### config.mk
export PLATFORM = sky130hd
export DESIGN_NAME = segment_display_blink_scroll_sequencer_unit
export DESIGN_NICKNAME = d
export VERILOG_FILES = /design/src/hdl/sdb_pkg.sv /design/src/hdl/segment_display_blink_scroll_sequencer_unit.sv /design/src/hdl/sdb_text_store.sv /design/src/hdl/sdb_ctrl.sv /design/src/hdl/sdb_out_stage.sv
export SDC_FILE = /design/constraint.sdc
export NUM_CORES = 1
export LEC_CHECK = 0
export BUFFER_PORTS_ARGS = -buffer_cell sky130_fd_sc_hd__buf_2
export CAP_MARGIN = 20
export CORE_MARGIN = 2
export CORE_UTILIZATION = 30
export DETAILED_ROUTE_END_ITERATION = 6
export SYNTH_ARGS = -nofsm -noshare
export SYNTH_HDL_FRONTEND = slang
export SYNTH_SLANG_ARGS = --single-unit
### constraint.sdc
create_clock -name clk -period 4.25 [get_ports clk]
set_input_delay 0.2125 -clock clk [delete_from_list [all_inputs] [get_ports clk]]
set_output_delay 0.2125 -clock clk [all_outputs]
set_load 0.02 [all_outputs]
### src/hdl/sdb_pkg.sv
`timescale 1ns / 1ps

package sdb_pkg;

  localparam int DIGITS = 4;

  // operation codes of an input word
  localparam logic [2:0] OP_TICK        = 3'd0;
  localparam logic [2:0] OP_SET_BASE    = 3'd1;
  localparam logic [2:0] OP_BLINK       = 3'd2;
  localparam logic [2:0] OP_STOP        = 3'd3;
  localparam logic [2:0] OP_SCROLL_BYTE = 3'd4;

  // configuration register indexes
  localparam logic [1:0] CFG_BLINK  = 2'd0;
  localparam logic [1:0] CFG_FLASH  = 2'd1;
  localparam logic [1:0] CFG_SCROLL = 2'd2;
  localparam logic [1:0] CFG_PAUSE  = 2'd3;

  localparam logic [15:0] BLINK_RESET  = 16'd250;
  localparam logic [15:0] FLASH_RESET  = 16'd100;
  localparam logic [15:0] SCROLL_RESET = 16'd300;
  localparam logic [15:0] PAUSE_RESET  = 16'd1000;

  localparam logic [2:0] NO_DIGIT = 3'd4;
  localparam logic [1:0] FLASHES  = 2'd3;
  localparam int         PAD      = 4;

  typedef enum logic [2:0] {
    MODE_IDLE,
    MODE_BLINK,
    MODE_FLASH,
    MODE_SCROLL,
    MODE_PAUSE
  } mode_t;

  typedef logic [DIGITS-1:0][7:0] digits_t;

  typedef struct packed {
    logic [2:0] operation;
    logic [7:0] base_digit_0;
    logic [7:0] base_digit_1;
    logic [7:0] base_digit_2;
    logic [7:0] base_digit_3;
    logic [2:0] blink_index;
    logic [7:0] scroll_segment;
    logic       scroll_last;
  } in_item_t;

  typedef struct packed {
    logic [7:0] show_digit_0;
    logic [7:0] show_digit_1;
    logic [7:0] show_digit_2;
    logic [7:0] show_digit_3;
  } out_item_t;

  // pending result: fixed bytes, or a window taken from the text banks
  typedef struct packed {
    logic              win;
    logic [DIGITS-1:0] win_mask;
    logic [1:0]        pos_lo;
    digits_t           bytes;
  } res_t;

endpackage

### src/hdl/segment_display_blink_scroll_sequencer_unit.sv
`timescale 1ns / 1ps
// A result word passes the input register, then the mode update with text
// bank read, then the output register.
// Throughput: one input word per cycle; stalls only pass back from out_stall.
// Reset clears mode state, counters, base digits and the intervals to their
// defaults at once; the scroll text banks are not cleared and need no sweep.
module segment_display_blink_scroll_sequencer_unit #(
  parameter int SCROLL_DEPTH = 64
) (
  input  logic                clk,
  input  logic                rst_n,
  input  logic                in_valid,
  output logic                in_stall,
  input  sdb_pkg::in_item_t   in_item,
  output logic                out_valid,
  input  logic                out_stall,
  output sdb_pkg::out_item_t  out_item,
  input  logic                cfg_we,
  input  logic [1:0]          cfg_index,
  input  logic [15:0]         cfg_wdata
);
  import sdb_pkg::*;

  localparam int ROWS = (SCROLL_DEPTH + 3) / 4;
  localparam int RW = $clog2(ROWS);

  logic     v0_r;
  in_item_t item_r;
  logic     res_free;
  logic     go;
  logic     accept;

  logic             emit;
  res_t             res;
  logic             wr_en;
  logic [1:0]       wr_bank;
  logic [RW-1:0]    wr_row;
  logic             rd_en;
  logic [3:0][RW-1:0] rd_row;
  digits_t          bank_q;

  assign go       = v0_r && res_free;
  assign in_stall = v0_r && !res_free;
  assign accept   = in_valid && !in_stall;

  always_ff @(posedge clk) begin
    if (!rst_n) begin
      v0_r <= 1'b0;
    end else if (accept) begin
      v0_r <= 1'b1;
    end else if (go) begin
      v0_r <= 1'b0;
    end
  end

  always_ff @(posedge clk) begin
    if (accept) begin
      item_r <= in_item;
    end
  end

  sdb_ctrl #(.SCROLL_DEPTH(SCROLL_DEPTH)) u_ctrl (
    .clk       (clk),
    .rst_n     (rst_n),
    .go        (go),
    .item      (item_r),
    .cfg_we    (cfg_we),
    .cfg_index (cfg_index),
    .cfg_wdata (cfg_wdata),
    .emit      (emit),
    .res       (res),
    .wr_en     (wr_en),
    .wr_bank   (wr_bank),
    .wr_row    (wr_row),
    .rd_en     (rd_en),
    .rd_row    (rd_row)
  );

  sdb_text_store #(.SCROLL_DEPTH(SCROLL_DEPTH)) u_store (
    .clk     (clk),
    .wr_en   (wr_en),
    .wr_bank (wr_bank),
    .wr_row  (wr_row),
    .wr_data (item_r.scroll_segment),
    .rd_en   (rd_en),
    .rd_row  (rd_row),
    .rd_data (bank_q)
  );

  sdb_out_stage u_out (
    .clk       (clk),
    .rst_n     (rst_n),
    .load      (go),
    .emit      (emit),
    .res       (res),
    .bank_q    (bank_q),
    .out_stall (out_stall),
    .res_free  (res_free),
    .out_valid (out_valid),
    .out_item  (out_item)
  );

endmodule

### src/hdl/sdb_text_store.sv
`timescale 1ns / 1ps

module sdb_text_store #(
  parameter int SCROLL_DEPTH = 64,
  localparam int ROWS = (SCROLL_DEPTH + 3) / 4,
  localparam int RW = $clog2(ROWS)
) (
  input  logic                  clk,
  input  logic                  wr_en,
  input  logic [1:0]            wr_bank,
  input  logic [RW-1:0]         wr_row,
  input  logic [7:0]            wr_data,
  input  logic                  rd_en,
  input  logic [3:0][RW-1:0]    rd_row,
  output sdb_pkg::digits_t      rd_data
);
  import sdb_pkg::*;

  // four interleaved banks: text index t lives in bank t%4, row t/4
  for (genvar b = 0; b < 4; b++) begin : g_bank
    logic [7:0] mem [ROWS];
    logic [7:0] q_r;

    always_ff @(posedge clk) begin
      if (wr_en && (wr_bank == 2'(b))) begin
        mem[wr_row] <= wr_data;
      end
      if (rd_en) begin
        q_r <= mem[rd_row[b]];
      end
    end
  end

  assign rd_data = {g_bank[3].q_r, g_bank[2].q_r, g_bank[1].q_r, g_bank[0].q_r};

endmodule

### src/hdl/sdb_ctrl.sv
`timescale 1ns / 1ps

module sdb_ctrl #(
  parameter int SCROLL_DEPTH = 64,
  localparam int ROWS = (SCROLL_DEPTH + 3) / 4,
  localparam int RW = $clog2(ROWS)
) (
  input  logic                  clk,
  input  logic                  rst_n,
  input  logic                  go,
  input  sdb_pkg::in_item_t     item,
  input  logic                  cfg_we,
  input  logic [1:0]            cfg_index,
  input  logic [15:0]           cfg_wdata,
  output logic                  emit,
  output sdb_pkg::res_t         res,
  output logic                  wr_en,
  output logic [1:0]            wr_bank,
  output logic [RW-1:0]         wr_row,
  output logic                  rd_en,
  output logic [3:0][RW-1:0]    rd_row
);
  import sdb_pkg::*;

  localparam int LW = $clog2(SCROLL_DEPTH + 1);
  localparam int PW = $clog2(SCROLL_DEPTH + 6);

  logic [15:0] blink_iv_r, flash_iv_r, scroll_iv_r, pause_iv_r;

  mode_t       mode_r, mode_nxt;
  logic [15:0] el_r, el_nxt;
  logic        phase_r, phase_nxt;
  logic [1:0]  fc_r, fc_nxt;
  logic [2:0]  bd_r, bd_nxt;
  digits_t     base_r, base_nxt;
  logic [LW-1:0] len_r, len_nxt;
  logic [PW-1:0] pos_r, pos_nxt;
  logic [LW-1:0] lptr_r, lptr_nxt;

  logic [15:0]   el_inc;
  logic [15:0]   iv;
  logic          fire;
  logic          stop_req;
  logic          room;
  logic [LW-1:0] lptr_adv;
  logic [1:0]    fc_inc;
  logic [PW:0]   len_end;
  logic [PW:0]   pos_inc_ext;
  logic [DIGITS-1:0] win_mask;
  digits_t       new_base;

  always_ff @(posedge clk) begin
    if (!rst_n) begin
      blink_iv_r  <= BLINK_RESET;
      flash_iv_r  <= FLASH_RESET;
      scroll_iv_r <= SCROLL_RESET;
      pause_iv_r  <= PAUSE_RESET;
    end else if (cfg_we) begin
      unique case (cfg_index)
        CFG_BLINK:  blink_iv_r  <= cfg_wdata;
        CFG_FLASH:  flash_iv_r  <= cfg_wdata;
        CFG_SCROLL: scroll_iv_r <= cfg_wdata;
        CFG_PAUSE:  pause_iv_r  <= cfg_wdata;
        default: ;
      endcase
    end
  end

  always_comb begin
    el_inc = (el_r != 16'hFFFF) ? el_r + 16'd1 : el_r;
    unique case (mode_r)
      MODE_BLINK:  iv = blink_iv_r;
      MODE_FLASH:  iv = flash_iv_r;
      MODE_SCROLL: iv = scroll_iv_r;
      MODE_PAUSE:  iv = pause_iv_r;
      default:     iv = 16'hFFFF;
    endcase
    fire = (el_inc >= iv);

    room     = (lptr_r < LW'(SCROLL_DEPTH));
    lptr_adv = room ? lptr_r + LW'(1) : lptr_r;
    fc_inc   = (fc_r != FLASHES) ? fc_r + 2'd1 : fc_r;
    len_end  = (PW+1)'(len_r) + (PW+1)'(PAD);
    pos_inc_ext = (PW+1)'(pos_r) + (PW+1)'(1);

    new_base = {item.base_digit_3, item.base_digit_2, item.base_digit_1, item.base_digit_0};
  end

  // window of four padded positions starting at the scroll position
  always_comb begin
    logic [PW:0] p;
    logic [PW:0] s;
    logic [1:0]  ib;
    for (int i = 0; i < DIGITS; i++) begin
      p = (PW+1)'(pos_r) + (PW+1)'(i);
      win_mask[i] = (p >= (PW+1)'(PAD)) && (p < len_end);
    end
    for (int b = 0; b < 4; b++) begin
      ib = 2'(b) - pos_r[1:0];
      s  = (PW+1)'(pos_r) + (PW+1)'(ib);
      rd_row[b] = RW'((s >> 2) - (PW+1)'(1));
    end
  end

  always_comb begin
    mode_nxt  = mode_r;
    el_nxt    = el_r;
    phase_nxt = phase_r;
    fc_nxt    = fc_r;
    bd_nxt    = bd_r;
    base_nxt  = base_r;
    len_nxt   = len_r;
    pos_nxt   = pos_r;
    lptr_nxt  = lptr_r;
    emit      = 1'b0;
    res       = '0;
    rd_en     = 1'b0;
    stop_req  = 1'b0;
    wr_en     = go && (item.operation == OP_SCROLL_BYTE) && room;
    wr_bank   = lptr_r[1:0];
    wr_row    = RW'(lptr_r >> 2);

    if (go) begin
      unique case (item.operation)
        OP_TICK: begin
          el_nxt = el_inc;
          unique case (mode_r)
            MODE_BLINK: begin
              if (fire) begin
                el_nxt    = '0;
                phase_nxt = ~phase_r;
                emit      = 1'b1;
                res.bytes = base_r;
                // blank the chosen digit on the off phase
                if (phase_r && (bd_r < NO_DIGIT)) begin
                  res.bytes[bd_r[1:0]] = 8'd0;
                end
              end
            end
            MODE_FLASH: begin
              if (fire) begin
                el_nxt    = '0;
                phase_nxt = ~phase_r;
                emit      = 1'b1;
                if (!phase_r) begin
                  res.bytes = base_r;
                end else begin
                  fc_nxt = fc_inc;
                  if (fc_inc == FLASHES) begin
                    mode_nxt = MODE_SCROLL;
                  end
                end
              end
            end
            MODE_SCROLL: begin
              if (fire) begin
                el_nxt       = '0;
                emit         = 1'b1;
                rd_en        = 1'b1;
                res.win      = 1'b1;
                res.win_mask = win_mask;
                res.pos_lo   = pos_r[1:0];
                pos_nxt      = pos_r + PW'(1);
                if (pos_inc_ext > len_end) begin
                  mode_nxt = MODE_PAUSE;
                end
              end
            end
            MODE_PAUSE: begin
              if (fire) begin
                mode_nxt  = MODE_IDLE;
                bd_nxt    = NO_DIGIT;
                emit      = 1'b1;
                res.bytes = base_r;
              end
            end
            default: ;
          endcase
        end
        OP_SET_BASE: begin
          base_nxt = new_base;
          if ((mode_r == MODE_IDLE) || (mode_r == MODE_BLINK)) begin
            emit      = 1'b1;
            res.bytes = new_base;
          end
        end
        OP_BLINK: begin
          if ((mode_r != MODE_SCROLL) && (mode_r != MODE_FLASH)) begin
            if (item.blink_index < NO_DIGIT) begin
              bd_nxt    = item.blink_index;
              mode_nxt  = MODE_BLINK;
              phase_nxt = 1'b1;
              el_nxt    = '0;
              emit      = 1'b1;
              res.bytes = base_r;
            end else begin
              stop_req = 1'b1;
            end
          end
        end
        OP_STOP: stop_req = 1'b1;
        OP_SCROLL_BYTE: begin
          lptr_nxt = lptr_adv;
          if (item.scroll_last) begin
            len_nxt   = lptr_adv;
            lptr_nxt  = '0;
            mode_nxt  = MODE_FLASH;
            fc_nxt    = '0;
            phase_nxt = 1'b0;
            pos_nxt   = '0;
            el_nxt    = '0;
            emit      = 1'b1;
          end
        end
        default: ;
      endcase

      if (stop_req && (mode_r == MODE_BLINK)) begin
        bd_nxt    = NO_DIGIT;
        mode_nxt  = MODE_IDLE;
        emit      = 1'b1;
        res.bytes = base_r;
      end
    end
  end

  always_ff @(posedge clk) begin
    if (!rst_n) begin
      mode_r  <= MODE_IDLE;
      el_r    <= '0;
      phase_r <= 1'b0;
      fc_r    <= '0;
      bd_r    <= NO_DIGIT;
      base_r  <= '0;
      len_r   <= '0;
      pos_r   <= '0;
      lptr_r  <= '0;
    end else begin
      mode_r  <= mode_nxt;
      el_r    <= el_nxt;
      phase_r <= phase_nxt;
      fc_r    <= fc_nxt;
      bd_r    <= bd_nxt;
      base_r  <= base_nxt;
      len_r   <= len_nxt;
      pos_r   <= pos_nxt;
      lptr_r  <= lptr_nxt;
    end
  end

  a_pos_in_range: assert property (@(posedge clk) disable iff (!rst_n)
    (mode_r == MODE_SCROLL) |-> ((PW+1)'(pos_r) <= len_end))
    else $error("scroll position ran past the padded text");

  a_lptr_bound: assert property (@(posedge clk) disable iff (!rst_n)
    (lptr_r <= LW'(SCROLL_DEPTH)) && (len_r <= LW'(SCROLL_DEPTH)))
    else $error("load pointer or text length beyond the store");

  a_blink_digit: assert property (@(posedge clk) disable iff (!rst_n)
    (mode_r == MODE_BLINK) |-> (bd_r < NO_DIGIT))
    else $error("blink mode without a digit");

  a_read_scroll: assert property (@(posedge clk) disable iff (!rst_n)
    rd_en |-> (go && (mode_r == MODE_SCROLL) && emit))
    else $error("text read outside a scroll step");

  a_scroll_entry: assert property (@(posedge clk) disable iff (!rst_n)
    ((mode_r == MODE_FLASH) && (mode_nxt == MODE_SCROLL)) |=> (fc_r == FLASHES))
    else $error("scroll started before the last flash");

endmodule

### src/hdl/sdb_out_stage.sv
`timescale 1ns / 1ps

module sdb_out_stage (
  input  logic                clk,
  input  logic                rst_n,
  input  logic                load,
  input  logic                emit,
  input  sdb_pkg::res_t       res,
  input  sdb_pkg::digits_t    bank_q,
  input  logic                out_stall,
  output logic                res_free,
  output logic                out_valid,
  output sdb_pkg::out_item_t  out_item
);
  import sdb_pkg::*;

  logic      v1_r;
  res_t      res_r;
  logic      v2_r;
  out_item_t out_r;
  logic      adv;
  digits_t   shown;

  assign adv      = v1_r && (!v2_r || !out_stall);
  assign res_free = !v1_r || adv;

  // window result: pick each digit from its bank, blank outside the text; else fixed bytes
  always_comb begin
    logic [1:0] bank;
    for (int i = 0; i < DIGITS; i++) begin
      bank = res_r.pos_lo + 2'(i);
      if (res_r.win) begin
        shown[i] = res_r.win_mask[i] ? bank_q[bank] : 8'd0;
      end else begin
        shown[i] = res_r.bytes[i];
      end
    end
  end

  always_ff @(posedge clk) begin
    if (!rst_n) begin
      v1_r <= 1'b0;
      v2_r <= 1'b0;
    end else begin
      if (load) begin
        v1_r <= emit;
      end else if (adv) begin
        v1_r <= 1'b0;
      end
      if (adv) begin
        v2_r <= 1'b1;
      end else if (!out_stall) begin
        v2_r <= 1'b0;
      end
    end
  end

  always_ff @(posedge clk) begin
    if (load) begin
      res_r <= res;
    end
    if (adv) begin
      out_r.show_digit_0 <= shown[0];
      out_r.show_digit_1 <= shown[1];
      out_r.show_digit_2 <= shown[2];
      out_r.show_digit_3 <= shown[3];
    end
  end

  assign out_valid = v2_r;
  assign out_item  = out_r;

endmodule
==> metrics.md <==
| Metric | Value |
|---|---|
| Slowest-stage cell, CP | `o21ai_1` |
| DR DRC count | `0` |
| Top_reg_cell synth | `edfxtp_1` |
| Int Power | `roughly 0.013 W` |
| Comb pwr share | `under 10%` |
| Flop pwr share | `52.2%` |
| MaxCap Viol Count | `0` |
| WL final | `81700 um` |
| Overall Global Routing Usage | `13.8%` |
| Synthesized area | `34600 um2` |
| Layout cells sized above 1 | `20.4%` |
| Setup Fix Bufs, Post-CTS | `0` |
| Die width | `343 um` |
| Area Overhead vs Synth | `18.1%` |
| Top Family by Delay on Critical Path | `simple AND/OR/NAND/NOR gates` |
| CTS H-tree lvls | `3` |
| Final Hold Viols | `0` |
| Nets | `2672` |
| Num CTS Buffers | `82` |
| Startpoint Class | `flop` |
| Sw Share | `a little over a fifth` |
| Final GP Congestion | `0.851` |
| GR Overflow Total | `0` |
| Setup Skew | `52.4 ps` |
| I/O pins | `104` |
| EDFF count, synth | `662` |
| Yosys top cell area share | `between 50% and 60%` |
| FMAX | `252 MHz` |
| Final min period | `between 3000 and 4000 ps` |
| Synth top area cells | `edfxtp_1 58%, mux4_2 11%, dfxtp_1 8.4%, nand2_1 3.1%, mux2i_1 2.7%` |
| Initial Util | `30.2%` |
| Req. time, crit path | `4760 ps` |
| Die footprint | `118000 um2` |
| Area leader, netlist | `edfxtp_1` |
| Setup violators final | `0` |
| CTS tree | `done` |
| Rel. slew slack | `41.4%` |
| Post-DR wirelength/cell | `19.8 um` |
| Crit-path cells | `nand3_1 > or3_1 > or2_1 > and4_1 > xor2_1 > ha_1 > and4_1 > nand3_1 > a221o_1 > and3_1 > o21ai_1 > a22o_1` |
| Status | `completed` |
| CTS max path bufs | `3` |
| Synth warn | `0` |
| Core area | `~110000 um2` |
| Height of the die | `343 um` |
| RSZ-0062 raised after global routing | `no` |
| Initial drt markers | `1617` |
| Vias in the first global route | `roughly 20000` |
| Vias/cell | `4.85` |
| Switching power | `0.00350 W` |
| CP endpoint kind | `flop` |
| Crit-path max cell delay | `approximately 670 ps` |
| Count of cell types in the netlist | `80` |
| Final setup TNS | `0 ps` |
| Vias | `20000` |
| Clock Latency Late Sink | `660 ps` |
| Clock network fraction of total power | `44.7%` |
| IO buf count | `103` |
| Leakage power | `between 10 and 15 nW` |
| Crit Path Category | `flop to flop` |
| Post-Synthesis Cells | `2304` |
| Dpl hpwl | `~53000 um` |
| Post-synth ARST share | `0%` |
| Placement Cell Area | `37300 um2` |
| Slew @ Worst Pin | `876 ps` |
| WP data arrival | `4490 ps` |
| Site Rows | `124` |
| Crit Path Max Fanout | `8` |
| Pwr dens | `between 400 and 500 nW/um2` |
| Syn nets | `between 2000 and 2500` |
| Largest net degree at the start of global routing | `66` |
| Syn Area/Cell | `15.0 um2` |
| Worst VDD drop | `0.000280 V` |
| Worst path bufs/invs | `0` |
| Worst-path clk slew | `60 ps` |
| CTS Root Cell | `clkbuf_16` |
| Slew Viols, Final | `0` |
| Final instance area | `slightly above 40000 um2` |
| Fin crit share | `approximately 94%` |
| ANT nets after route | `0` |
| Yosys reg bits | `roughly 800` |
| Initial antenna violation count | `2` |
| Tightest Hold Check Type | `input port to flop` |
| Num Clock Sinks | `807` |
| TritonRoute pass-1 iters | `5` |
| Global-route wire length before repair | `125000 um` |
| Seq/Total Area, Yosys | `around 66%` |
layout by cell type (no fill, tap or decap), types with 8 or more instances in the layout:
cell,n
a22o_1,39
nand2_1,285
a21boi_0,82
buf_4,96
o21ai_0,63
clkinv_1,13
clkinv_2,14
o22ai_1,8
nor2b_1,18
ha_1,63
buf_2,102
bufinv_16,12
mux2i_1,93
and2_1,8
xor2_1,10
dlygate4sd3_1,66
inv_1,66
nor2_1,120
a211oi_1,11
clkbuf_16,82
clkbuf_1,15
nand3_1,85
nor3_1,18
a21oi_1,47
nand4_1,9
nand2b_1,9
mux4_2,165
edfxtp_1,662
a21o_1,8
xnor2_1,24
dfxtp_1,144
registers in the layout (all words and copies together), names as in the netlist, 2 cells and up:
name / flops
u_store.g_bank.mem: 512
item_r: 47
u_out.res_r: 39
u_ctrl.base_r: 32
u_out.out_item: 32
u_store.g_bank.q_r: 32
u_ctrl.blink_iv_r: 16
u_ctrl.el_r: 16
u_ctrl.flash_iv_r: 16
u_ctrl.pause_iv_r: 16
u_ctrl.scroll_iv_r: 16
u_ctrl.len_r: 7
u_ctrl.lptr_r: 7
u_ctrl.pos_r: 7
u_ctrl.bd_r: 3
u_ctrl.mode_r: 3
u_ctrl.fc_r: 2
worst paths after layout:
path / from / endpoint / slack (ps) / cells after the start
worst max-delay path: u_ctrl.el_r[8] / u_out.res_r[31] / 280 / 12
worst min-delay path: cfg_index[0] / u_ctrl.blink_iv_r[14] / 50 / 4
worst max register to register: u_ctrl.el_r[8] / u_out.res_r[31] / 280 / 12
worst min register to register: u_ctrl.base_r[24] / u_ctrl.base_r[24] / 460 / 2
cell usage after synthesis (4+ instances only):
master    instances
edfxtp_1        662
nand2_1         285
mux4_2          165
dfxtp_1         145
nor2_1          122
mux2i_1          93
nand3_1          85
a21boi_0         83
clkbuf_1         80
inv_1            66
ha_1             64
o21ai_0          63
a21oi_1          47
a22o_1           39
xnor2_1          25
nor2b_1          19
nor3_1           19
buf_1            16
a211oi_1         11
xor2_1           11
nand2b_1          9
nand4_1           9
a21o_1            8
and2_1            8
buf_2             8
o22ai_1           8
a31oi_1           7
buf_6             7
nor3b_1           7
o21a_1            7
and3_1            6
nor4_1            6
o31ai_1           6
or4_1             6
and4_1            5
buf_4             5
nor4b_1           5
o211ai_1          5
o21ai_1           5
o21bai_1          5
or2_2             5
o22a_1            4
or3_1             4
what timing repair did:
item / 4_1_cts / 5_1_grt
endpoints found under the setup margin: 0 / 1
hold endpoints to repair: 113 / 0
hold buffers: 66 / 0
gates resized for setup: 0 / 2
tightest hold or removal path, delay by kind of cell:
kind / cells / cell delay (ps)
simple gates: 2 / 210
buf+inv: 1 / 150
compound gates: 1 / 60
cell families (layout without fill, tap and decap cells):
logic type	after synthesis	after routing	synth area share, %
AOI/OAI and AO/OA	324	324	6.45
DFF	807	807	65.9
buffers and inverters	193	495	2.45
muxes	264	264	13.8
other	0	1	0
adders and majority gates	64	64	2.32
xor gates and xnor gates	40	40	1.13
and+or+nand+nor	612	612	7.98
layer usage:
layer / routed length, um / up-vias / share of wire, % / GRT usage, %
li1: - / 9296 / - / -
met1: 36100 / 10000 / 44 / 18.9
met2: 40200 / 545 / 49 / 23.2
met3: 4070 / 82 / 5.0 / 1.97
met4: 1340 / 0 / 1.6 / 3.48
met5: 0 / - / 0 / 0
layout make-up:
class	count	area, um2
multi-input cells	1304	11000
clock buffers	101	2160
inverters	71	267
fillers	10800	73500
clock inverters	51	633
diodes	1	2.50
flip-flops and latches	807	22800
well taps	1512	1890
repair buffers	272	2060
per-stage QoR:
stage                     instances  utilization, %  setup slack [ps]  power, W  hold slack (ps)
after floorplan                2304               -               268   0.00917              311
after global placement         3899            32.6               316   0.00939              390
after detailed placement       3899            32.6               290   0.00939              391
after CTS                      4117            35.7               248    0.0169             14.9
after global routing           4118            35.7              12.5    0.0173             92.7
final                          4119            35.7               276    0.0168             46.5
power by group through the flow:
stage                     registers (W)  clock network (W)  logic (W)
after floorplan                 0.00894                  0   0.000228
after global placement          0.00891                  0   0.000480
after detailed placement        0.00890                  0   0.000488
after CTS                       0.00874            0.00765   0.000540
after global routing            0.00874            0.00794   0.000592
final                           0.00874            0.00748   0.000529
No activity file was read; power rests on OpenSTA's default activity.
